===== config.mk =====
export PLATFORM = sky130hd
export DESIGN_NAME = wheel_fault_monitor_flat
export DESIGN_NICKNAME = d
export VERILOG_FILES = /design/src/rtl/core/fwm_pkg.sv /design/src/rtl/core/fwm_if.sv /design/src/rtl/core/fwm_ram.sv /design/src/rtl/core/wheel_fault_monitor.sv /design/src/flat_wrapper.sv
export VERILOG_INCLUDE_DIRS = /design/src /design/src/rtl/core
export SDC_FILE = /design/constraint.sdc
export NUM_CORES = 1
export LEC_CHECK = 0
export BUFFER_PORTS_ARGS = -buffer_cell sky130_fd_sc_hd__buf_4
export CAP_MARGIN = 30
export CELL_PAD_IN_SITES_DETAIL_PLACEMENT = 1
export CELL_PAD_IN_SITES_GLOBAL_PLACEMENT = 2
export CORE_ASPECT_RATIO = 0.9
export CORE_UTILIZATION = 47
export CTS_CLUSTER_DIAMETER = 30
export DETAILED_ROUTE_END_ITERATION = 12
export GPL_ROUTABILITY_DRIVEN = 0
export PLACE_DENSITY_LB_ADDON = 0.1
export SETUP_SLACK_MARGIN = 0.15
export SLEW_MARGIN = 10
export SYNTH_ARGS = -nofsm -noshare
export SYNTH_HDL_FRONTEND = slang
export SYNTH_HIERARCHICAL = 1
export SYNTH_SLANG_ARGS = --single-unit

===== constraint.sdc =====
create_clock -name clk -period 10.25 [get_ports clk]
set_clock_uncertainty 0.1 [all_clocks]
set_input_delay 1.5375 -clock clk [delete_from_list [all_inputs] [get_ports clk]]
set_output_delay 1.5375 -clock clk [all_outputs]
set_load 0.01 [all_outputs]

===== src/rtl/core/wheel_fault_monitor_defines.svh =====
// ----------------------------------------------------------------------------
// Wheel fault monitor assertion macros
// Shared concurrent assertion forms, clocked and gated by the async reset.
// ----------------------------------------------------------------------------
`ifndef WHEEL_FAULT_MONITOR_DEFINES_SVH
`define WHEEL_FAULT_MONITOR_DEFINES_SVH

// same-cycle implication
`define FWM_ASSERT_NOW(label, clk, rst_n, ante, cons, msg) \
	label: assert property (@(posedge clk) disable iff (!(rst_n)) (ante) |-> (cons)) \
		else $error(msg);

// next-cycle implication
`define FWM_ASSERT_NEXT(label, clk, rst_n, ante, cons, msg) \
	label: assert property (@(posedge clk) disable iff (!(rst_n)) (ante) |=> (cons)) \
		else $error(msg);

`endif


===== src/rtl/core/fwm_pkg.sv =====
// ----------------------------------------------------------------------------
// Wheel fault monitor package
// Shared widths, register indexes and wheel state codes.
// ----------------------------------------------------------------------------
package fwm_pkg;

	localparam int WHEEL_COUNT = 4;
	localparam int IDX_W       = (WHEEL_COUNT > 1) ? $clog2(WHEEL_COUNT) : 1;
	localparam int TIMER_W     = 24;
	localparam int RAM_W       = 2 * TIMER_W;
	localparam int CFG_IDX_W   = 3;
	localparam int CFG_DATA_W  = 24;

	typedef enum logic [CFG_IDX_W-1:0] {
		REG_DUTY_THRESHOLD = 3'd0,
		REG_SPEED_FLOOR    = 3'd1,
		REG_STALL_CURRENT  = 3'd2,
		REG_FAULT_DEBOUNCE = 3'd3,
		REG_STALL_DEBOUNCE = 3'd4
	} cfg_reg_t;

	typedef enum logic [1:0] {
		ST_OK    = 2'd0,
		ST_LIMP  = 2'd1,
		ST_STALL = 2'd2
	} wheel_st_t;

endpackage


===== src/rtl/core/fwm_if.sv =====
// ----------------------------------------------------------------------------
// Wheel fault monitor channels
// Sample input channel and status result channel, valid/ready handshake.
// ----------------------------------------------------------------------------
interface fwm_sample_if;
	logic               valid;
	logic               ready;
	logic               cmd;
	logic [1:0]         wheel;
	logic               drive_enabled;
	logic [15:0]        duty_magnitude;
	logic signed [15:0] wheel_speed;
	logic [15:0]        motor_current;
	logic [16:0]        step_time;

	modport source (output valid, cmd, wheel, drive_enabled, duty_magnitude,
		wheel_speed, motor_current, step_time, input ready);
	modport sink (input valid, cmd, wheel, drive_enabled, duty_magnitude,
		wheel_speed, motor_current, step_time, output ready);
endinterface

interface fwm_result_if;
	logic       valid;
	logic       ready;
	logic [1:0] wheel_status;
	logic       any_stall;
	logic       any_limp;
	logic       red_led;
	logic       green_led;
	logic       led_changed;

	modport source (output valid, wheel_status, any_stall, any_limp, red_led,
		green_led, led_changed, input ready);
	modport sink (input valid, wheel_status, any_stall, any_limp, red_led,
		green_led, led_changed, output ready);
endinterface


===== src/rtl/core/fwm_ram.sv =====
// ----------------------------------------------------------------------------
// Wheel fault monitor generic RAM
// One write port, one read port, registered read data (old data on collision).
// ----------------------------------------------------------------------------
module fwm_ram #(
	parameter int WIDTH = 8,
	parameter int DEPTH = 4
) (
	input  logic                                  clk,
	input  logic                                  wr_en,
	input  logic [((DEPTH > 1) ? $clog2(DEPTH) : 1)-1:0] wr_addr,
	input  logic [WIDTH-1:0]                      wr_data,
	input  logic                                  rd_en,
	input  logic [((DEPTH > 1) ? $clog2(DEPTH) : 1)-1:0] rd_addr,
	output logic [WIDTH-1:0]                      rd_data
);

	logic [WIDTH-1:0] mem_q [DEPTH];

	always_ff @(posedge clk) begin
		if (wr_en) begin
			mem_q[wr_addr] <= wr_data;
		end
		if (rd_en) begin
			rd_data <= mem_q[rd_addr];
		end
	end

endmodule


===== src/rtl/core/wheel_fault_monitor.sv =====
// ----------------------------------------------------------------------------
// Wheel fault monitor
// Per-wheel OK / LIMP / STALL supervisor with debounce timers and status lamps.
// ----------------------------------------------------------------------------
// Usage:
//   sample_ch carries one transaction per control step: a clear command or a
//   sample of one wheel (duty, speed, current, elapsed time). result_ch
//   returns exactly one transaction per transaction taken: the addressed wheel's new
//   state, the any-stall / any-limp flags after the sample, and the lamp pair
//   derived from the flags before it, with a change flag.
//   Configuration is written through cfg_we / cfg_index / cfg_data while idle.
// Timing:
//   A sample is taken every cycle while result_ch is not stalled. The per-wheel
//   timers live in a small RAM read at acceptance; the compute stage works on
//   the read data and its result lands in the output register. A write-back
//   colliding with the next read of the same wheel is forwarded.
// Reset / stall:
//   Reset puts every wheel in OK and the lamp code at zero; timers read as
//   zero through per-wheel valid bits, so no clearing pass is needed. When
//   result_ch stalls, the result holds, one more sample waits in the compute
//   stage, and sample_ch.ready drops.
// ----------------------------------------------------------------------------
`include "wheel_fault_monitor_defines.svh"

module wheel_fault_monitor (
	input  logic                               clk,
	input  logic                               arst_n,
	input  logic                               cfg_we,
	input  logic [fwm_pkg::CFG_IDX_W-1:0]      cfg_index,
	input  logic [fwm_pkg::CFG_DATA_W-1:0]     cfg_data,
	fwm_sample_if.sink                         sample_ch,
	fwm_result_if.source                       result_ch
);

	localparam int NW = fwm_pkg::WHEEL_COUNT;
	localparam int IW = fwm_pkg::IDX_W;
	localparam int TW = fwm_pkg::TIMER_W;

	// ---------------- configuration registers ----------------
	logic [15:0]   duty_thr_q;
	logic [14:0]   speed_floor_q;
	logic [15:0]   stall_cur_q;
	logic [TW-1:0] fault_deb_q;
	logic [TW-1:0] stall_deb_q;

	always_ff @(posedge clk or negedge arst_n) begin
		if (!arst_n) begin
			duty_thr_q    <= 16'd9830;
			speed_floor_q <= 15'd20;
			stall_cur_q   <= 16'd2000;
			fault_deb_q   <= 24'd300000;
			stall_deb_q   <= 24'd300000;
		end else if (cfg_we) begin
			unique case (cfg_index)
				fwm_pkg::REG_DUTY_THRESHOLD: duty_thr_q    <= cfg_data[15:0];
				fwm_pkg::REG_SPEED_FLOOR:    speed_floor_q <= cfg_data[14:0];
				fwm_pkg::REG_STALL_CURRENT:  stall_cur_q   <= cfg_data[15:0];
				fwm_pkg::REG_FAULT_DEBOUNCE: fault_deb_q   <= cfg_data[TW-1:0];
				fwm_pkg::REG_STALL_DEBOUNCE: stall_deb_q   <= cfg_data[TW-1:0];
				default: ;
			endcase
		end
	end

	// ---------------- handshake ----------------
	logic s1_valid_q;
	logic out_valid_q;
	logic s1_adv;       // compute stage may hand its result to the output reg
	logic accept;

	assign s1_adv          = !out_valid_q || result_ch.ready;
	assign sample_ch.ready = !s1_valid_q || s1_adv;
	assign accept          = sample_ch.valid && sample_ch.ready;

	// ---------------- stage 1 payload ----------------
	logic          cmd_s1;
	logic [1:0]    wheel_s1;
	logic          en_s1;
	logic [15:0]   duty_s1;
	logic [15:0]   mag_s1;
	logic [15:0]   cur_s1;
	logic [16:0]   dt_s1;
	logic          byp_hit_s1;
	logic [fwm_pkg::RAM_W-1:0] byp_data_s1;

	logic [IW-1:0] rd_idx;
	logic [IW-1:0] idx_s1;
	logic [15:0]   speed_abs;

	assign rd_idx    = IW'(sample_ch.wheel);
	assign idx_s1    = IW'(wheel_s1);
	// |-32768| = 32768 still fits 16 bits unsigned
	assign speed_abs = sample_ch.wheel_speed[15] ? 16'(-sample_ch.wheel_speed)
		: 16'(sample_ch.wheel_speed);

	// RAM write-back from stage 1
	logic                      ram_we;
	logic [fwm_pkg::RAM_W-1:0] ram_wdata;
	logic [fwm_pkg::RAM_W-1:0] ram_rdata;

	always_ff @(posedge clk or negedge arst_n) begin
		if (!arst_n) begin
			s1_valid_q <= 1'b0;
			byp_hit_s1 <= 1'b0;
		end else if (sample_ch.ready) begin
			s1_valid_q <= sample_ch.valid;
			// same-wheel write on this edge: RAM returns old data, forward new
			byp_hit_s1 <= ram_we && (idx_s1 == rd_idx);
		end
	end

	always_ff @(posedge clk) begin
		if (accept) begin
			cmd_s1      <= sample_ch.cmd;
			wheel_s1    <= sample_ch.wheel;
			en_s1       <= sample_ch.drive_enabled;
			duty_s1     <= sample_ch.duty_magnitude;
			mag_s1      <= speed_abs;
			cur_s1      <= sample_ch.motor_current;
			dt_s1       <= sample_ch.step_time;
			byp_data_s1 <= ram_wdata;
		end
	end

	fwm_ram #(
		.WIDTH (fwm_pkg::RAM_W),
		.DEPTH (NW)
	) u_timer_ram (
		.clk     (clk),
		.wr_en   (ram_we),
		.wr_addr (idx_s1),
		.wr_data (ram_wdata),
		.rd_en   (accept),
		.rd_addr (rd_idx),
		.rd_data (ram_rdata)
	);

	// ---------------- per-wheel flags, entry valid bits, lamp ----------------
	logic [NW-1:0] stall_q;
	logic [NW-1:0] limp_q;
	logic [NW-1:0] ent_valid_q;
	logic [1:0]    lamp_code_q;

	logic [NW-1:0] stall_nx;
	logic [NW-1:0] limp_nx;
	logic [NW-1:0] ent_valid_nx;
	logic [1:0]    lamp_nx;
	logic          red;
	logic          green;
	logic [1:0]    status;

	logic                in_range;
	logic                high;
	logic                locked;
	logic                still;
	logic [TW-1:0]       mt_cur;
	logic [TW-1:0]       st_cur;
	logic [TW-1:0]       mt_new;
	logic [TW-1:0]       st_new;
	logic [TW:0]         sum;
	logic [TW-1:0]       sum_sat;
	fwm_pkg::wheel_st_t  st_old;
	fwm_pkg::wheel_st_t  st_next;

	assign in_range = int'(wheel_s1) < NW;
	assign high     = duty_s1 > duty_thr_q;
	assign locked   = cur_s1 >= stall_cur_q;
	assign still    = mag_s1 < {1'b0, speed_floor_q};

	always_comb begin
		// timers: forwarded, stored, or never written since reset / clear
		if (byp_hit_s1) begin
			{mt_cur, st_cur} = byp_data_s1;
		end else if (ent_valid_q[idx_s1]) begin
			{mt_cur, st_cur} = ram_rdata;
		end else begin
			{mt_cur, st_cur} = '0;
		end

		priority if (stall_q[idx_s1]) begin
			st_old = fwm_pkg::ST_STALL;
		end else if (limp_q[idx_s1]) begin
			st_old = fwm_pkg::ST_LIMP;
		end else begin
			st_old = fwm_pkg::ST_OK;
		end

		// one shared saturating adder, fed by whichever timer the state runs
		sum     = {1'b0, (st_old == fwm_pkg::ST_LIMP) ? st_cur : mt_cur}
			+ (TW+1)'(dt_s1);
		sum_sat = sum[TW] ? '1 : sum[TW-1:0];

		mt_new  = mt_cur;
		st_new  = st_cur;
		st_next = st_old;
		unique case (st_old)
			fwm_pkg::ST_OK: begin
				if (high && still) begin
					if (sum_sat >= fault_deb_q) begin
						st_next = locked ? fwm_pkg::ST_STALL : fwm_pkg::ST_LIMP;
						mt_new  = '0;
					end else begin
						mt_new = sum_sat;
					end
				end else begin
					mt_new = '0;
				end
			end
			fwm_pkg::ST_LIMP: begin
				if (high && locked) begin
					if (sum_sat >= stall_deb_q) begin
						st_next = fwm_pkg::ST_STALL;
						st_new  = '0;
					end else begin
						st_new = sum_sat;
					end
				end else begin
					st_new = '0;
				end
			end
			default: ;  // stall is latched
		endcase

		ram_wdata = {mt_new, st_new};
		ram_we    = s1_valid_q && s1_adv && !cmd_s1 && en_s1 && in_range;

		// lamps from the flags before this transaction and the drive enable
		priority if (|stall_q) begin
			red = 1'b1; green = 1'b0;
		end else if (|limp_q) begin
			red = 1'b1; green = 1'b1;
		end else if (en_s1) begin
			red = 1'b0; green = 1'b1;
		end else begin
			red = 1'b1; green = 1'b0;
		end
		lamp_nx = {green, red};

		stall_nx     = stall_q;
		limp_nx      = limp_q;
		ent_valid_nx = ent_valid_q;
		if (cmd_s1) begin
			stall_nx     = '0;
			limp_nx      = '0;
			ent_valid_nx = '0;
		end else if (en_s1 && in_range) begin
			stall_nx[idx_s1]     = (st_next == fwm_pkg::ST_STALL);
			limp_nx[idx_s1]      = (st_next == fwm_pkg::ST_LIMP);
			ent_valid_nx[idx_s1] = 1'b1;
		end

		if (cmd_s1 || !in_range) begin
			status = fwm_pkg::ST_OK;
		end else if (en_s1) begin
			status = st_next;
		end else begin
			status = st_old;
		end
	end

	always_ff @(posedge clk or negedge arst_n) begin
		if (!arst_n) begin
			stall_q     <= '0;
			limp_q      <= '0;
			ent_valid_q <= '0;
			lamp_code_q <= '0;
		end else if (s1_valid_q && s1_adv) begin
			stall_q     <= stall_nx;
			limp_q      <= limp_nx;
			ent_valid_q <= ent_valid_nx;
			lamp_code_q <= lamp_nx;
		end
	end

	// ---------------- output register ----------------
	logic [1:0] status_q;
	logic       any_stall_q;
	logic       any_limp_q;
	logic       red_q;
	logic       green_q;
	logic       changed_q;

	always_ff @(posedge clk or negedge arst_n) begin
		if (!arst_n) begin
			out_valid_q <= 1'b0;
		end else if (s1_adv) begin
			out_valid_q <= s1_valid_q;
		end
	end

	always_ff @(posedge clk) begin
		if (s1_valid_q && s1_adv) begin
			status_q    <= status;
			any_stall_q <= |stall_nx;
			any_limp_q  <= |limp_nx;
			red_q       <= red;
			green_q     <= green;
			changed_q   <= (lamp_nx != lamp_code_q);
		end
	end

	assign result_ch.valid        = out_valid_q;
	assign result_ch.wheel_status = status_q;
	assign result_ch.any_stall    = any_stall_q;
	assign result_ch.any_limp     = any_limp_q;
	assign result_ch.red_led      = red_q;
	assign result_ch.green_led    = green_q;
	assign result_ch.led_changed  = changed_q;

	// ---------------- assertions ----------------
	`FWM_ASSERT_NOW(a_flags_exclusive, clk, arst_n, 1'b1, (stall_q & limp_q) == '0,
		"wheel flagged both stall and limp")
	`FWM_ASSERT_NOW(a_we_only_on_adv, clk, arst_n, ram_we, s1_valid_q && s1_adv,
		"timer write-back without a retiring transaction")
	`FWM_ASSERT_NEXT(a_clear_empties, clk, arst_n, s1_valid_q && s1_adv && cmd_s1,
		stall_q == '0 && limp_q == '0 && ent_valid_q == '0,
		"clear command left a wheel flag or timer entry")
	`FWM_ASSERT_NOW(a_hold_blocks_input, clk, arst_n, s1_valid_q && !s1_adv,
		!sample_ch.ready, "input taken while compute stage is blocked")

endmodule

===== src/flat_wrapper.sv =====
// flat-port wrapper written by rule: the top's interface ports become plain ports
module wheel_fault_monitor_flat 
  (clk, arst_n, cfg_we, cfg_index, cfg_data, sample_ch_valid, sample_ch_cmd, sample_ch_wheel, sample_ch_drive_enabled, sample_ch_duty_magnitude, sample_ch_wheel_speed, sample_ch_motor_current, sample_ch_step_time, sample_ch_ready, result_ch_valid, result_ch_wheel_status, result_ch_any_stall, result_ch_any_limp, result_ch_red_led, result_ch_green_led, result_ch_led_changed, result_ch_ready);
  fwm_sample_if sample_ch_i ();
  fwm_result_if result_ch_i ();
  input  logic clk;
  input  logic arst_n;
  input  logic cfg_we;
  input  logic [fwm_pkg::CFG_IDX_W-1:0] cfg_index;
  input  logic [fwm_pkg::CFG_DATA_W-1:0] cfg_data;
  input wire logic [$bits(sample_ch_i.valid)-1:0] sample_ch_valid;
  input wire logic [$bits(sample_ch_i.cmd)-1:0] sample_ch_cmd;
  input wire logic [$bits(sample_ch_i.wheel)-1:0] sample_ch_wheel;
  input wire logic [$bits(sample_ch_i.drive_enabled)-1:0] sample_ch_drive_enabled;
  input wire logic [$bits(sample_ch_i.duty_magnitude)-1:0] sample_ch_duty_magnitude;
  input wire logic [$bits(sample_ch_i.wheel_speed)-1:0] sample_ch_wheel_speed;
  input wire logic [$bits(sample_ch_i.motor_current)-1:0] sample_ch_motor_current;
  input wire logic [$bits(sample_ch_i.step_time)-1:0] sample_ch_step_time;
  output wire logic [$bits(sample_ch_i.ready)-1:0] sample_ch_ready;
  output wire logic [$bits(result_ch_i.valid)-1:0] result_ch_valid;
  output wire logic [$bits(result_ch_i.wheel_status)-1:0] result_ch_wheel_status;
  output wire logic [$bits(result_ch_i.any_stall)-1:0] result_ch_any_stall;
  output wire logic [$bits(result_ch_i.any_limp)-1:0] result_ch_any_limp;
  output wire logic [$bits(result_ch_i.red_led)-1:0] result_ch_red_led;
  output wire logic [$bits(result_ch_i.green_led)-1:0] result_ch_green_led;
  output wire logic [$bits(result_ch_i.led_changed)-1:0] result_ch_led_changed;
  input wire logic [$bits(result_ch_i.ready)-1:0] result_ch_ready;
  assign sample_ch_i.valid = sample_ch_valid;
  assign sample_ch_i.cmd = sample_ch_cmd;
  assign sample_ch_i.wheel = sample_ch_wheel;
  assign sample_ch_i.drive_enabled = sample_ch_drive_enabled;
  assign sample_ch_i.duty_magnitude = sample_ch_duty_magnitude;
  assign sample_ch_i.wheel_speed = sample_ch_wheel_speed;
  assign sample_ch_i.motor_current = sample_ch_motor_current;
  assign sample_ch_i.step_time = sample_ch_step_time;
  assign sample_ch_ready = sample_ch_i.ready;
  assign result_ch_valid = result_ch_i.valid;
  assign result_ch_wheel_status = result_ch_i.wheel_status;
  assign result_ch_any_stall = result_ch_i.any_stall;
  assign result_ch_any_limp = result_ch_i.any_limp;
  assign result_ch_red_led = result_ch_i.red_led;
  assign result_ch_green_led = result_ch_i.green_led;
  assign result_ch_led_changed = result_ch_i.led_changed;
  assign result_ch_i.ready = result_ch_ready;
  wheel_fault_monitor u_core (.clk(clk), .arst_n(arst_n), .cfg_we(cfg_we), .cfg_index(cfg_index), .cfg_data(cfg_data), .sample_ch(sample_ch_i), .result_ch(result_ch_i));
endmodule

---- After elaboration in Yosys (flattened, before gate mapping) ----
Memory sizes are Yosys's and may differ from the RTL's. A register that Yosys moved wholly into a read port is not among the register bits.
Index checks and enable logic that the tools add are counted.
word-level totals
  register bits ........................... 236
  bits in latches ......................... 0
  bits in writable memories ............... 192
  ROM bits ................................ 0
  input port bits ......................... 101
  memories kept ........................... 1
operators by class
  $add $sub $neg .......................... 2
  $mul .................................... 0
  div/mod/pow operators ................... 0
  order comparisons ....................... 7
  eq/ne operators ......................... 9
  shifts and indexed selects .............. 0
  muxes and demuxes ....................... 46
  bitwise operators ....................... 1
  reductions and logical operators ........ 26
memories
  name                      depth  width  rd ports  clocked after Yosys merged registers in  write ports  RTL line       source
  u_core.u_timer_ram.mem_q  4      48     1         1                                        1            fwm_ram.sv:18  logic [WIDTH-1:0] mem_q [DEPTH];
operator list
  kind                  count
  $mux W24              12
  $ge A24 B24 Y1        2
  $add A24 B17 Y25      1
  $mux W4               6
  $ge A16 B16 Y1        1
  $gt A16 B16 Y1        1
  $lt A16 B15 Y1        1
  $neg A16 Y16          1
  $reduce_or A4 Y1      4
  $mux W15              1
  $mux W2               7
  $mux W1               13
  $reduce_and A2 Y1     6
  $bwmux W4             2
  $logic_and A1 B1 Y1   8
  $bmux W1 S2           3
  $eq A3 B2 Y1 const B  2
  $eq A2 B1 Y1 const B  2
  $or A4 B4 Y4          1
  $pmux W2 S2           1
  $eq A3 B1 Y1 const B  1
  $eq A3 B3 Y1 const B  1
  $logic_not A1 Y1      3
  $logic_not A3 Y1      1
  other kinds (9)       10

---- Longest topological paths before layout ----
Gate-level depths: netlist of the first run.
  depth in word-level cells ............... 17
  gate-level depth with buffers ........... 29
  gate-level depth less buffers ........... 24

---- Modules after synthesis ----
Netlist of the first run, hierarchy kept.
by module, submodules not included
  module               times used  cells each  area an instance (um2)
  wheel_fault_monitor  1           1306        13414.1
  fwm_ram              1           302         8390.5

---- Worst setup path before layout of the first run ----
Ideal clock, no wire load.
  kind .................................... register to register
  start ................................... register u_core.wheel_s1[0], in the netlist u_core/idx_s1[0]
  end ..................................... register u_core/byp_data_s1[18] (netlist bit), data pin
  library setup time ...................... 0.293 ns
  arrival time ............................ 6.097 ns
  required time ........................... 9.857 ns
  path slack .............................. 3.760 ns
  stages on the path, launching flop included .. 26
  buffers on the path ..................... 6
  period minus slack after synthesis ...... 6.490 ns
  path through ............................ edfxtp_1 buf_6 mux4_2 nand2b_4 buf_6 buf_2 clkbuf_1 mux2i_1 ha_1 a21o_1 or3_1 o221a_2 a211oi_1 nor3_4 buf_6 nor2_1 inv_1 ha_1 a21oi_1 o21a_1 o221ai_1 a31oi_1 o31a_1 nand3_1 clkbuf_1 o22ai_1
between the ends
  cells in the longest elaborated chain, start to end .. 12
  elaborated cells between the ends (all ways) .. 20
  classes of those cells .................. add/sub (1); order compare (1); eq/ne (1); mux (17)
RTL lines
  element                        RTL line                                                source
  from (decl)                    wheel_fault_monitor.sv:77                               logic [1:0] wheel_s1;
  from (signal assigned)         wheel_fault_monitor.sv:115                              wheel_s1 <= sample_ch.wheel;
  $bmux W1 S2                    wheel_fault_monitor.sv:182                              end else if (limp_q[idx_s1]) begin
  $mux W1 (implied by the code)  wheel_fault_monitor.sv:182
  $mux W1                        wheel_fault_monitor.sv:182
  $mux W2                        wheel_fault_monitor.sv:180                              priority if (stall_q[idx_s1]) begin
  $eq A2 B1 Y1                   wheel_fault_monitor.sv:189, wheel_fault_monitor.sv:196
  $mux W24                       wheel_fault_monitor.sv:189                              sum = {1'b0, (st_old == fwm_pkg::ST_LIMP) ? st_cur : mt_cur}
  $add A24 B17 Y25               wheel_fault_monitor.sv:190                              + (TW+1)'(dt_s1);
  $mux W24                       wheel_fault_monitor.sv:191                              sum_sat = sum[TW] ? '1 : sum[TW-1:0];
  $ge A24 B24 Y1                 wheel_fault_monitor.sv:211                              if (sum_sat >= stall_deb_q) begin
  $mux W24                       wheel_fault_monitor.sv:211
  $mux W24                       wheel_fault_monitor.sv:210                              if (high && locked) begin
  $mux W24 *                     wheel_fault_monitor.sv:196                              unique case (st_old)
  named net u_core.st_new[18]    wheel_fault_monitor.sv:159                              logic [TW-1:0] st_new;
  to (signal assigned)           wheel_fault_monitor.sv:121                              byp_data_s1 <= ram_wdata;
  to (decl)                      wheel_fault_monitor.sv:84                               logic [fwm_pkg::RAM_W-1:0] byp_data_s1;
The timed path passes the listed nets; every way through them passes the cells marked *. The select of a mux whose other input is x is not followed.
A chain may end at the register's enable or synchronous reset.

---- Worst setup path in the final report of the first run ----
  start ................................... register u_core.wheel_s1[0], in the netlist u_core/idx_s1[0]
  end ..................................... memory u_core/u_timer_ram/mem_q[2][14] (netlist bit), data pin
between the ends
  cells in the longest elaborated chain, start to end .. 12
  elaborated cells between the ends (all ways) .. 20
  classes of those cells .................. add/sub (1); order compare (1); eq/ne (1); mux (17)
RTL lines
  element                        RTL line
  $bmux W1 S2                    wheel_fault_monitor.sv:182
  $mux W1 (implied by the code)  wheel_fault_monitor.sv:182
  $mux W1                        wheel_fault_monitor.sv:182
  $mux W2                        wheel_fault_monitor.sv:180
  $eq A2 B1 Y1                   wheel_fault_monitor.sv:189, wheel_fault_monitor.sv:196
  $mux W24                       wheel_fault_monitor.sv:189
  $add A24 B17 Y25               wheel_fault_monitor.sv:190
  $mux W24                       wheel_fault_monitor.sv:191
  $ge A24 B24 Y1                 wheel_fault_monitor.sv:211
  $mux W24                       wheel_fault_monitor.sv:211
  $mux W24                       wheel_fault_monitor.sv:210
  $mux W24 *                     wheel_fault_monitor.sv:196
  named net u_core.st_new[14]    wheel_fault_monitor.sv:159
  to (decl)                      fwm_ram.sv:18
Marked as above.

==> summary.md, run 1 <==
| Metric | Value |
|---|---|
| Site row count | 74 |
| Die height | 206 µm |
| Reg2reg end | u_core/u_timer_ram/mem_q[2][14]$_DFFE_PP_ |
| RSZ-0062 raised after global routing | false |
| Sw Share | 25.5% |
| Setup TNS | 0 ps |
| Worst path required time | 10500 ps |
| Area of the multi-input gates | 7280 µm² |
| Clock transition at path regs | 50 ps |
| # diodes | 0 |
| GRT overflow | 0 |
| Post-synth EDFFs | 364 |
| Post-synth top area share | 50.1% |
| Main combinational cell family by area after synthesis | compound AO/OA/AOI/OAI gates |
| Top achievable clock speed | 0.120 GHz |
| Number of DRC markers in iteration 0 | 810 |
| Synth async-reset ratio | 23.5% |
| Yosys warning count | 6 |
| TritonCTS Buffers | 101 |
| Reg2Reg Depth | 20 |
| Worst-case vdd ir drop | 158 µV |
| Area contributors post-synth | edfxtp_1 50%, dfrtp_1 9.3%, ha_1 6.4%, mux4_2 5.3%, dfstp_2 3.7% |
| Layout Nets | 1991 |
| Synthesized flop and latch total | 476 |
| Slew headroom | 33.1% |
| Hold Crit Start | u_core/lamp_code_q[1]$_DFFE_PN0P_ |
| Clock network power share | 50.6% |
| CP Class | reg -> reg |
| Syn nets | 1822 |
| Critical Path Start Type | flop |
| Crit path arrival time | 8580 ps |
| Worst hold path depth | 2 |
| Synth Area in Simple Gates | 7.45% |
| Area leader, netlist | edfxtp_1 |
| Compound-cell area share of the yosys netlist | 10.4% |
| GRT Overall Usage | 25.0% |
| Net switching power | 1.63 mW |
| Via/cell ratio | 5.73 |
| # DRC | 0 |
| Reg area | 13800 µm² |
| First-pass GRT wire length | 89200 µm |
| Initial antenna violation count | 0 |
| Clk Latency, worst-skew pair | 630 ps |
| Power per cell area | 239 nW/µm² |
| XOR/XNOR share of the synthesized area | 1.08% |
| R2R setup slack | 1920 ps |
| Hold Path Class | reg -> reg |
| Mux share of post-synthesis cell area | 7.63% |
| CP Capture Type | flop |
| Area after DPL | 23300 µm² |
| Fin crit period | 8330 ps |
| Final cycle utilization of the critical path | 81.2% |
| WHS Endpoint | u_core/lamp_code_q[1]$_DFFE_PN0P_ |
| Sequential share of power | 36.6% |
| DP Worst Slack | 2010 ps |
| Vias in the first global route | 15200 |
| Total number of H-tree levels | 3 |
| WL/cell | 23.4 µm |
| Root Buffer | clkbuf_16 |
| Post-synthesis cell type count | 73 |
| Max-cap violations | 0 |
| Worst r2r src | u_core/idx_s1[0]$_DFFE_PP_ |
| Worst-Margin Slew | 994 ps |
| Area Growth Syn to Fin | 22.9% |
| Longest Clk Path Bufs | 3 |
| IO buf count | 109 |
| Largest fanout on the critical path | 23 |
| Status | finished, final reports clean |
| Pwr Total | 6.41 mW |
| Total Routed Length | 57700 µm |
| Drt pass-1 iters | 5 |
| Synthesized instance count | 1608 |
| CTS sink count | 476 |
| Int Power | 4.77 mW |
| Hold_buf cts | 0 |
| Final Cell Area | 26800 µm² |
| WHS | 399 ps |
| Share of post-route cells with drive strength above 1 | 23.6% |
| Pin count of the biggest net entering global routing | 68 |
| Die area | 47300 µm² |
| Syn avg cell area | 13.6 µm² |
| Synth Cell Area | 21800 µm² |
| Final WS setup | 1920 ps |
| Post-Synth Adder-Cell Area | 6.52% |
| CTS tree | yes |
| Post-CTS setup buffers | 0 |
| Initial core utilization | 47.9% |
| Slew Viols, Final | 0 |
| Die Wd | 229 µm |
| Main synth FF type | edfxtp_1 |
| DRT antenna net count | 0 |
| Leakage | 10.7 nW |
| PostCTS Resize Cnt | 0 |
| Hold Fails Final Rpt | 0 |
| Final setup violation count | 0 |
| Fillers | 4433 |
| IO Pins | 110 |
| Post-synthesis sequential area ratio | 63.2% |
| Gate power share | 12.8% |
| Vias | 14100 |
| Core box area | 45600 µm² |
| DP HPWL | 36400 µm |
-- area by class of cell --
type	instances	share of cell area, %
Clock buffer	120	10.2
Clock inverter	65	2.65
Tap cell	608	2.84
Inverter	136	1.91
Timing Repair Buffer	130	3.80
Sequential cell	476	51.4
Multi-Input combinational cell	932	27.2
-- metrics by stage --
| stage | utilization [%] | cells |
|---|---|---|
| 2_1_floorplan | - | 1608 |
| 3_3_place_gp | 51.1 | 2278 |
| 3_5_place_dp | 51.2 | 2281 |
| 6_report | 58.8 | 2467 |
| 5_1_grt | 58.8 | 2467 |
| 4_1_cts | 58.7 | 2466 |
-- sequential cells by signal (all words and copies together) (netlist names), 2 cells and up --
name	count
u_core/stall_cur_q	16
u_core/lamp_code_q	2
u_core/idx_s1	2
u_core/u_timer_ram/rd_data	48
u_core/limp_q	4
u_core/stall_deb_q	24
u_core/cur_s1	16
u_core/fault_deb_q	24
u_core/stall_q	4
u_core/duty_s1	16
u_core/mag_s1	16
u_core/ent_valid_q	4
u_core/dt_s1	17
u_core/byp_data_s1	48
u_core/result_ch.wheel_status	2
u_core/speed_floor_q	15
u_core/u_timer_ram/mem_q	192
u_core/duty_thr_q	16
-- cells in the final DEF, fill, tap and decap left out, types with 42 or more instances in the layout --
cell / synthesis / final
and3_1: 49 / 48
ha_1: 112 / 112
dfrtp_1: 81 / 80
nand2_1: 126 / 126
nor2_1: 43 / 43
clkbuf_16: 0 / 104
o21ai_0: 116 / 116
edfxtp_1: 364 / 364
buf_4: 2 / 126
a21oi_1: 96 / 96
inv_1: 136 / 135
mux4_2: 51 / 51
o22ai_1: 42 / 42
-- layer usage --
layer / GRT usage, % / vias to the layer above / share of wire, %
met5: 0 / - / 0
met2: 40.6 / 383 / 48
li1: - / 6437 / -
met4: 8.29 / 0 / 2.3
met3: 4.14 / 93 / 4.7
met1: 34.2 / 7235 / 45
-- power groups by stage --
stage,sequential [mW],clock [mW],combinational (mW)
4_1_cts,2.35,3.29,0.825
5_1_grt,2.36,3.37,0.922
6_report,2.35,3.24,0.819
2_1_floorplan,2.36,0,0.531
3_3_place_gp,2.37,0,0.780
3_5_place_dp,2.38,0,0.815
-- worst max-delay path, stage by stage (launching register included) --
cell and delay [ps]:
edfxtp_1 690, mux4_2 900, and3_1 310, a21oi_1 200, mux2i_1 130, ha_1 380, a21o_1 230, or3_1 300
o221a_2 310, a211oi_1 810, nor3_4 190, buf_4 250, a21oi_1 380, inv_1 140, ha_1 320, a21o_1 190
a21o_1 170, a211oi_1 330, o31a_1 290, nand3_2 700, o22ai_1 690
-- cell usage after synthesis (22+ instances only) --
| cell | instances |
|---|---|
| and3_1 | 49 |
| mux4_2 | 51 |
| nor2_1 | 43 |
| clkbuf_1 | 47 |
| inv_1 | 136 |
| a21oi_1 | 96 |
| dfrtp_1 | 81 |
| mux2_2 | 28 |
| nand2_1 | 126 |
| edfxtp_1 | 364 |
| o22ai_1 | 42 |
| ha_1 | 112 |
| o21ai_0 | 116 |
| dfstp_2 | 31 |
| xnor2_1 | 22 |
-- logic make-up (layout without fill, tap and decap cells) --
group / after synthesis / count (layout)
AOI/OAI and AO/OA: 370 / 370
buffers and inverters: 200 / 451
DFF: 476 / 476
adders and majority gates: 113 / 113
muxes: 99 / 99
xor gates and xnor gates: 27 / 27
and+or+nand+nor: 323 / 323
-- worst max-delay path by stage --
stage	from	end	slack, ps	cells past startpoint
CTS	u_core/idx_s1[0]$_DFFE_PP_	u_core/u_timer_ram/mem_q[2][14]$_DFFE_PP_	1990	20
finish	u_core/idx_s1[0]$_DFFE_PP_	u_core/u_timer_ram/mem_q[2][14]$_DFFE_PP_	1920	20
floorplan	u_core/idx_s1[0]$_DFFE_PP_	u_core/byp_data_s1[18]$_DFFE_PP_	3760	25
global placement	u_core/idx_s1[0]$_DFFE_PP_	u_core/u_timer_ram/mem_q[2][3]$_DFFE_PP_	2270	20
global route	u_core/idx_s1[0]$_DFFE_PP_	u_core/byp_data_s1[3]$_DFFE_PP_	1570	20
detailed placement	u_core/idx_s1[0]$_DFFE_PP_	u_core/u_timer_ram/mem_q[0][14]$_DFFE_PP_	2010	20
(Power assumes the default switching activity.)
==> inputs of run 2 (changes only) <==
--- a/config.mk
+++ b/config.mk
@@ -11,7 +11,7 @@
 export CELL_PAD_IN_SITES_DETAIL_PLACEMENT = 1
 export CELL_PAD_IN_SITES_GLOBAL_PLACEMENT = 2
 export CORE_ASPECT_RATIO = 0.9
-export CORE_UTILIZATION = 47
+export CORE_UTILIZATION = 44
 export CTS_CLUSTER_DIAMETER = 30
 export DETAILED_ROUTE_END_ITERATION = 12
 export GPL_ROUTABILITY_DRIVEN = 0
==> constraint.sdc (replaced) <==
create_clock -name clk -period 8.6 [get_ports clk]
set_clock_uncertainty 0.1 [all_clocks]
set_input_delay 1.29 -clock clk [delete_from_list [all_inputs] [get_ports clk]]
set_output_delay 1.29 -clock clk [all_outputs]
set_load 0.01 [all_outputs]
==> summary.md, run 2 (synthesized netlist as in run 1, its figures left out) <==
| Metric | Value |
|---|---|
| Status | finished, final reports clean |
| Total number of H-tree levels | 3 |
| Vias | 14200 |
| Fin crit period | 7370 ps |
| Hold Fails Final Rpt | 0 |
| Final cycle utilization of the critical path | 85.7% |
| GRT overflow | 0 |
| Top Family by Delay on Critical Path | compound AO/OA/AOI/OAI gates |
| Leakage | 10.8 nW |
| First-pass GRT wire length | 90400 µm |
| GRT Overall Usage | 23.8% |
| Crit path arrival time | 7620 ps |
| Commonest non-fill, non-tap cell in the layout | edfxtp_1 |
| RSZ-0062 raised after global routing | false |
| Die Wd | 237 µm |
| Worst-case vdd ir drop | 170 µV |
| Regs by FF count | u_core/u_timer_ram/mem_q x192, u_core/byp_data_s1 x48, u_core/u_timer_ram/rd_data x48 |
| Total Routed Length | 58100 µm |
| PostCTS Resize Cnt | 0 |
| Initial core utilization | 44.5% |
| Reg2Reg Depth | 21 |
| Post-CTS setup buffers | 0 |
| # diodes | 0 |
| Core box area | 49000 µm² |
| Power per cell area | 287 nW/µm² |
| Reg2reg end | u_core/u_timer_ram/mem_q[3][21]$_DFFE_PP_ |
| # DRC | 0 |
| Met2 WL post-DR | 27000 µm |
| Number of DRC markers in iteration 0 | 1070 |
| WL/cell | 23.1 µm |
| Largest fanout on the critical path | 30 |
| Crit-path cells | mux4_2 > and3_1 > a21oi_1 > mux2i_1 > ha_1 > a211oi_1 > o21ai_0 > nand4_1 > nand3_1 > a21oi_1 > or3_1 > a21oi_1 > inv_1 > ha_1 > a21o_1 > a21o_1 > a211oi_1 > o31a_1 > nand3_1 > buf_4 > o22ai_1 |
| Largest register FFs | 192 |
| Setup TNS | 0 ps |
| Hold Path Class | reg -> reg |
| DP HPWL | 36600 µm |
| Slew headroom | 33.5% |
| IO Pins | 110 |
| Max-cap violations | 0 |
| Via/cell ratio | 5.63 |
| Worst hold path depth | 2 |
| Top sig layer | met4 |
| Root Buffer | clkbuf_16 |
| Most frequent cells in the layout | 364 x edfxtp_1, 136 x inv_1, 134 x buf_4 |
| Initial antenna violation count | 0 |
| Site row count | 77 |
| Area Growth Syn to Fin | 24.1% |
| Slowest CP cell | mux4_2 |
| Drt pass-1 iters | 5 |
| Final core occ | 55.2% |
| Slowest stage delay, CP | 920 ps |
| CP most frequent cell | a21oi_1 |
| Hold_buf cts | 0 |
| IO buf count | 109 |
| M1 WL | 26800 µm |
| Layout Nets | 2004 |
| CP Class | reg -> reg |
| Vias in the first global route | 15200 |
| Clk Latency, worst-skew pair | 650 ps |
| Die area | 50500 µm² |
| TritonCTS Buffers | 106 |
| Fillers | 4786 |
| Clock transition at path regs | 50 ps |
| Met3 Routed Length | 2950 µm |
| Worst r2r src | u_core/idx_s1[0]$_DFFE_PP_ |
| R2R setup slack | 1230 ps |
| Reg with most FFs | u_core/u_timer_ram/mem_q |
| Die height | 213 µm |
| Pin count of the biggest net entering global routing | 73 |
| Placed cells | 2311 |
| Critical Path Start Type | flop |
| Non-filler cells, final | 2515 |
| WHS Endpoint | u_core/lamp_code_q[1]$_DFFE_PN0P_ |
| Pwr Total | 7.76 mW |
| Worst-Margin Slew | 986 ps |
| Hold Crit Start | u_core/lamp_code_q[1]$_DFFE_PN0P_ |
| Longest Clk Path Bufs | 3 |
| Top achievable clock speed | 0.136 GHz |
| WHS | 400 ps |
| CTS tree | yes |
| Slew Viols, Final | 0 |
| CTS sink count | 476 |
| CP Capture Type | flop |
| DRT antenna net count | 0 |
| WP buf/inv | 2 |
| Worst path required time | 8850 ps |
| Final setup violation count | 0 |
| Share of post-route cells with drive strength above 1 | 24.3% |
run 2: cell count changes in the layout (fill, tap and decap cells not counted), sizes merged:
| cell | change |
|---|---|
| buf | +8 |
| clkbuf | +1 |
| clkinv | +21 |
| clkinvlp | +3 |
| inv | -9 |
run 2: metrics by stage:
step	setup WS [ps]	cell area, µm²
after floorplan	2110	21800
after global placement	1470	23400
after detailed placement	1310	23400
after CTS	1230	27000
after global routing	799	27100
final	1230	27100
run 2: worst max-delay path by stage:
stage	start	depth (start not counted)	endpoint	slack, ps
finish	u_core/idx_s1[0]$_DFFE_PP_	21	u_core/u_timer_ram/mem_q[3][21]$_DFFE_PP_	1230
global route	u_core/idx_s1[0]$_DFFE_PP_	24	u_core/byp_data_s1[30]$_DFFE_PP_	800
CTS	u_core/idx_s1[0]$_DFFE_PP_	23	u_core/u_timer_ram/mem_q[0][44]$_DFFE_PP_	1230
detailed placement	u_core/idx_s1[0]$_DFFE_PP_	23	u_core/u_timer_ram/mem_q[3][29]$_DFFE_PP_	1310
global placement	u_core/idx_s1[0]$_DFFE_PP_	23	u_core/u_timer_ram/mem_q[0][36]$_DFFE_PP_	1470
floorplan	u_core/idx_s1[0]$_DFFE_PP_	25	u_core/byp_data_s1[18]$_DFFE_PP_	2110
run 2: worst reg2reg max path, stage by stage, from the launching register on:
cell and delay (ps):
edfxtp_1 670, mux4_2 920, and3_1 370, a21oi_1 260, mux2i_1 160, ha_1 320, a211oi_1 100, o21ai_0 600
nand4_1 310, nand3_1 170, a21oi_1 90, or3_1 310, a21oi_1 430, inv_1 140, ha_1 320, a21o_1 180
a21o_1 170, a211oi_1 290, o31a_1 280, nand3_1 100, buf_4 300, o22ai_1 500
run 2: layout make-up:
class                           instances  area (µm²)  area share, %
Clock inverter                         80         783           2.89
Inverter                              136         510           1.89
Clock buffer                          121        2830           10.5
Timing Repair Buffer                  138        1100           4.05
Tap cell                              632         791           2.92
Multi-Input combinational cell        932        7280           26.9
Sequential cell                       476       13800           50.9
run 2: metal layers:
layer | track usage (%) | vias up
li1 | - | 6477
met1 | 33.4 | 7236
met2 | 37.2 | 353
met3 | 4.47 | 98
met4 | 8.15 | 0
met5 | 0 | -
run 2: power by group:
part           internal (mW)  switching [mW]
registers               2.73          0.0693
clock network           2.68            1.31
logic                  0.372           0.601
total                   5.78            1.98
==> inputs of run 3 (changes only) <==
--- a/config.mk
+++ b/config.mk
@@ -6,17 +6,19 @@
 export SDC_FILE = /design/constraint.sdc
 export NUM_CORES = 1
 export LEC_CHECK = 0
+export ABC_AREA = 1
 export BUFFER_PORTS_ARGS = -buffer_cell sky130_fd_sc_hd__buf_4
 export CAP_MARGIN = 30
 export CELL_PAD_IN_SITES_DETAIL_PLACEMENT = 1
 export CELL_PAD_IN_SITES_GLOBAL_PLACEMENT = 2
 export CORE_ASPECT_RATIO = 0.9
-export CORE_UTILIZATION = 44
+export CORE_UTILIZATION = 40
 export CTS_CLUSTER_DIAMETER = 30
 export DETAILED_ROUTE_END_ITERATION = 12
 export GPL_ROUTABILITY_DRIVEN = 0
 export PLACE_DENSITY_LB_ADDON = 0.1
 export SETUP_SLACK_MARGIN = 0.15
+export SKIP_LAST_GASP = 1
 export SLEW_MARGIN = 10
 export SYNTH_ARGS = -nofsm -noshare
 export SYNTH_HDL_FRONTEND = slang
==> summary.md, run 3 <==
| Metric | Value |
|---|---|
| Status | finished, final reports clean |
| Area leader, netlist | edfxtp_1 |
| Yosys warning count | 6 |
| CTS sink count | 476 |
| Area contributors post-synth | edfxtp_1 47%, nand2_1 12%, dfrtp_1 8.7%, inv_1 6.4%, ha_1 6.0% |
| DP HPWL | 45600 µm |
| Longest Clk Path Bufs | 3 |
| Placed cells | 3266 |
| Post-synthesis sequential area ratio | 59.0% |
| Synth Cell Area | 23300 µm² |
| Regs by FF count | u_core/u_timer_ram/mem_q x192, u_core/byp_data_s1 x48, u_core/u_timer_ram/rd_data x48 |
| First-pass GRT wire length | 106000 µm |
| Vias in the first global route | 18500 |
| Slew headroom | 35.0% |
| Sequential share of power | 35.5% |
| Post-synthesis cell type count | 47 |
| Clock transition at path regs | 50 ps |
| Final setup violation count | 0 |
| Sw Share | 27.9% |
| IO Pins | 110 |
| Worst-case vdd ir drop | 149 µV |
| Synthesized flop and latch total | 476 |
| Vias | 17400 |
| TritonCTS Buffers | 102 |
| R2R setup slack | 1380 ps |
| Syn avg cell area | 9.52 µm² |
| Largest register FFs | 192 |
| Fin crit period | 7220 ps |
| Int Power | 5.82 mW |
| Post-CTS setup buffers | 0 |
| Area Growth Syn to Fin | 22.3% |
| Reg with most FFs | u_core/u_timer_ram/mem_q |
| Most frequent cells in the layout | 758 x nand2_1, 396 x inv_1, 364 x edfxtp_1 |
| Non-filler cells, final | 3463 |
| Leakage | 13.1 nW |
| Root Buffer | clkbuf_16 |
| Power per cell area | 283 nW/µm² |
| WL/cell | 19.9 µm |
| Max-cap violations | 0 |
| Slowest stage delay, CP | 540 ps |
| Site row count | 83 |
| GRT overflow | 0 |
| Gate power share | 15.2% |
| RSZ-0062 raised after global routing | false |
| Net switching power | 2.25 mW |
| Largest fanout on the critical path | 23 |
| Via/cell ratio | 5.02 |
| Clk Latency, worst-skew pair | 650 ps |
| Worst path required time | 8800 ps |
| Number of DRC markers in iteration 0 | 1083 |
| Commonest non-fill, non-tap cell in the layout | nand2_1 |
| Worst-Margin Slew | 975 ps |
| WHS | 387 ps |
| Slew Viols, Final | 0 |
| Initial antenna violation count | 2 |
| Synth cell count leaders | 758 x nand2_1, 398 x inv_1, 364 x edfxtp_1 |
| Syn nets | 2664 |
| Total Routed Length | 68800 µm |
| IO buf count | 109 |
| Final core occ | 49.8% |
| Crit path arrival time | 7420 ps |
| CP Class | reg -> reg |
| Top achievable clock speed | 0.138 GHz |
| Share of post-route cells with drive strength above 1 | 14.6% |
| Main synth FF type | edfxtp_1 |
| Pwr Total | 8.07 mW |
| Post-synth top area share | 46.9% |
| DRT antenna net count | 0 |
| Post-synth EDFFs | 364 |
| Core box area | 57300 µm² |
| Drt pass-1 iters | 5 |
| Die height | 231 µm |
| # DRC | 0 |
| Slowest CP cell | edfxtp_1 |
| Hold_buf cts | 0 |
| GRT Overall Usage | 23.7% |
| Synthesized instance count | 2450 |
| Synth async-reset ratio | 23.5% |
| Layout Nets | 2823 |
| Final cycle utilization of the critical path | 84.0% |
| Hold Fails Final Rpt | 0 |
| Setup TNS | 0 ps |
| Total number of H-tree levels | 3 |
| CTS tree | yes |
| Clock network power share | 49.3% |
| PostCTS Resize Cnt | 0 |
| Die Wd | 257 µm |
| Initial core utilization | 40.7% |
| Critical Path Start Type | flop |
| CP Capture Type | flop |
| Most frequent cell after synthesis | nand2_1 |
| Pin count of the biggest net entering global routing | 65 |
| CP most frequent cell | nand2_1 |
| Die area | 59300 µm² |
| Hold Path Class | reg -> reg |
run 3: area by class of cell:
class	count	area, µm²
inverters	407	1530
repair buffers	139	1110
well taps	765	957
fillers	6433	28800
diodes	1	2.50
clock buffers	113	2610
clock inverters	79	923
flip-flops and latches	476	13800
multi-input cells	1483	7630
run 3: routing by layer:
layer	GRT usage (%)	part of all wire, %	vias to the layer above
met5	0	0	-
li1	-	-	8306
met3	4.28	4.5	111
met2	38.5	46	344
met4	7.70	2.6	0
met1	32.0	46	8616
run 3: critical path: cells and delay by family, from the launching register on:
kind                     cells  cell delay, ps
AND/OR/NAND/NOR             16            2510
AO/OA/AOI/OAI                8            1810
adder cells (fa/ha/maj)      2             720
flip-flops                   1             540
buffers and inverters        4            1190
run 3: final timing paths:
kind / from / to / cells past startpoint
hold / removal: u_core/stall_deb_q[17]$_DFFE_PN0P_ / u_core/stall_deb_q[17]$_DFFE_PN0P_ / 2
min in group asynchronous: arst_n / u_core/speed_floor_q[14]$_DFFE_PN0P_ / 1
setup reg to reg: u_core/idx_s1[1]$_DFFE_PP_ / u_core/byp_data_s1[10]$_DFFE_PP_ / 30
hold reg to reg: u_core/stall_deb_q[17]$_DFFE_PN0P_ / u_core/stall_deb_q[17]$_DFFE_PN0P_ / 2
max in group asynchronous: arst_n / u_core/ent_valid_q[3]$_DFFE_PN0P_ / 2
setup / recovery: u_core/idx_s1[1]$_DFFE_PP_ / u_core/byp_data_s1[10]$_DFFE_PP_ / 30
run 3: logic make-up (layout without fill, tap and decap cells):
group	Yosys count	in the layout	synth area share (%)
AO/OA/AOI/OAI	280	280	6.30
XOR/XNOR	30	30	1.13
adder cells (fa/ha/maj)	113	113	6.09
buffers and inverters	491	738	8.37
flip-flops	476	476	59.0
multiplexers	1	1	0.0429
other	0	1	0
AND/OR/NAND/NOR	1059	1059	19.0
run 3: power groups by stage:
stage | registers (mW) | clock network [mW] | logic, mW
CTS | 2.87 | 4.06 | 1.23
finish | 2.87 | 3.98 | 1.22
floorplan | 2.88 | 0 | 0.787
global placement | 2.90 | 0 | 1.17
detailed placement | 2.91 | 0 | 1.22
global route | 2.89 | 4.16 | 1.39
run 3: through the flow:
| stage | setup slack, ps | cell area (µm²) |
|---|---|---|
| final | 1380 | 28500 |
| after global routing | 846 | 28500 |
| after CTS | 1390 | 28500 |
| after detailed placement | 1510 | 24900 |
| after global placement | 1700 | 24900 |
| after floorplan | 2810 | 23300 |
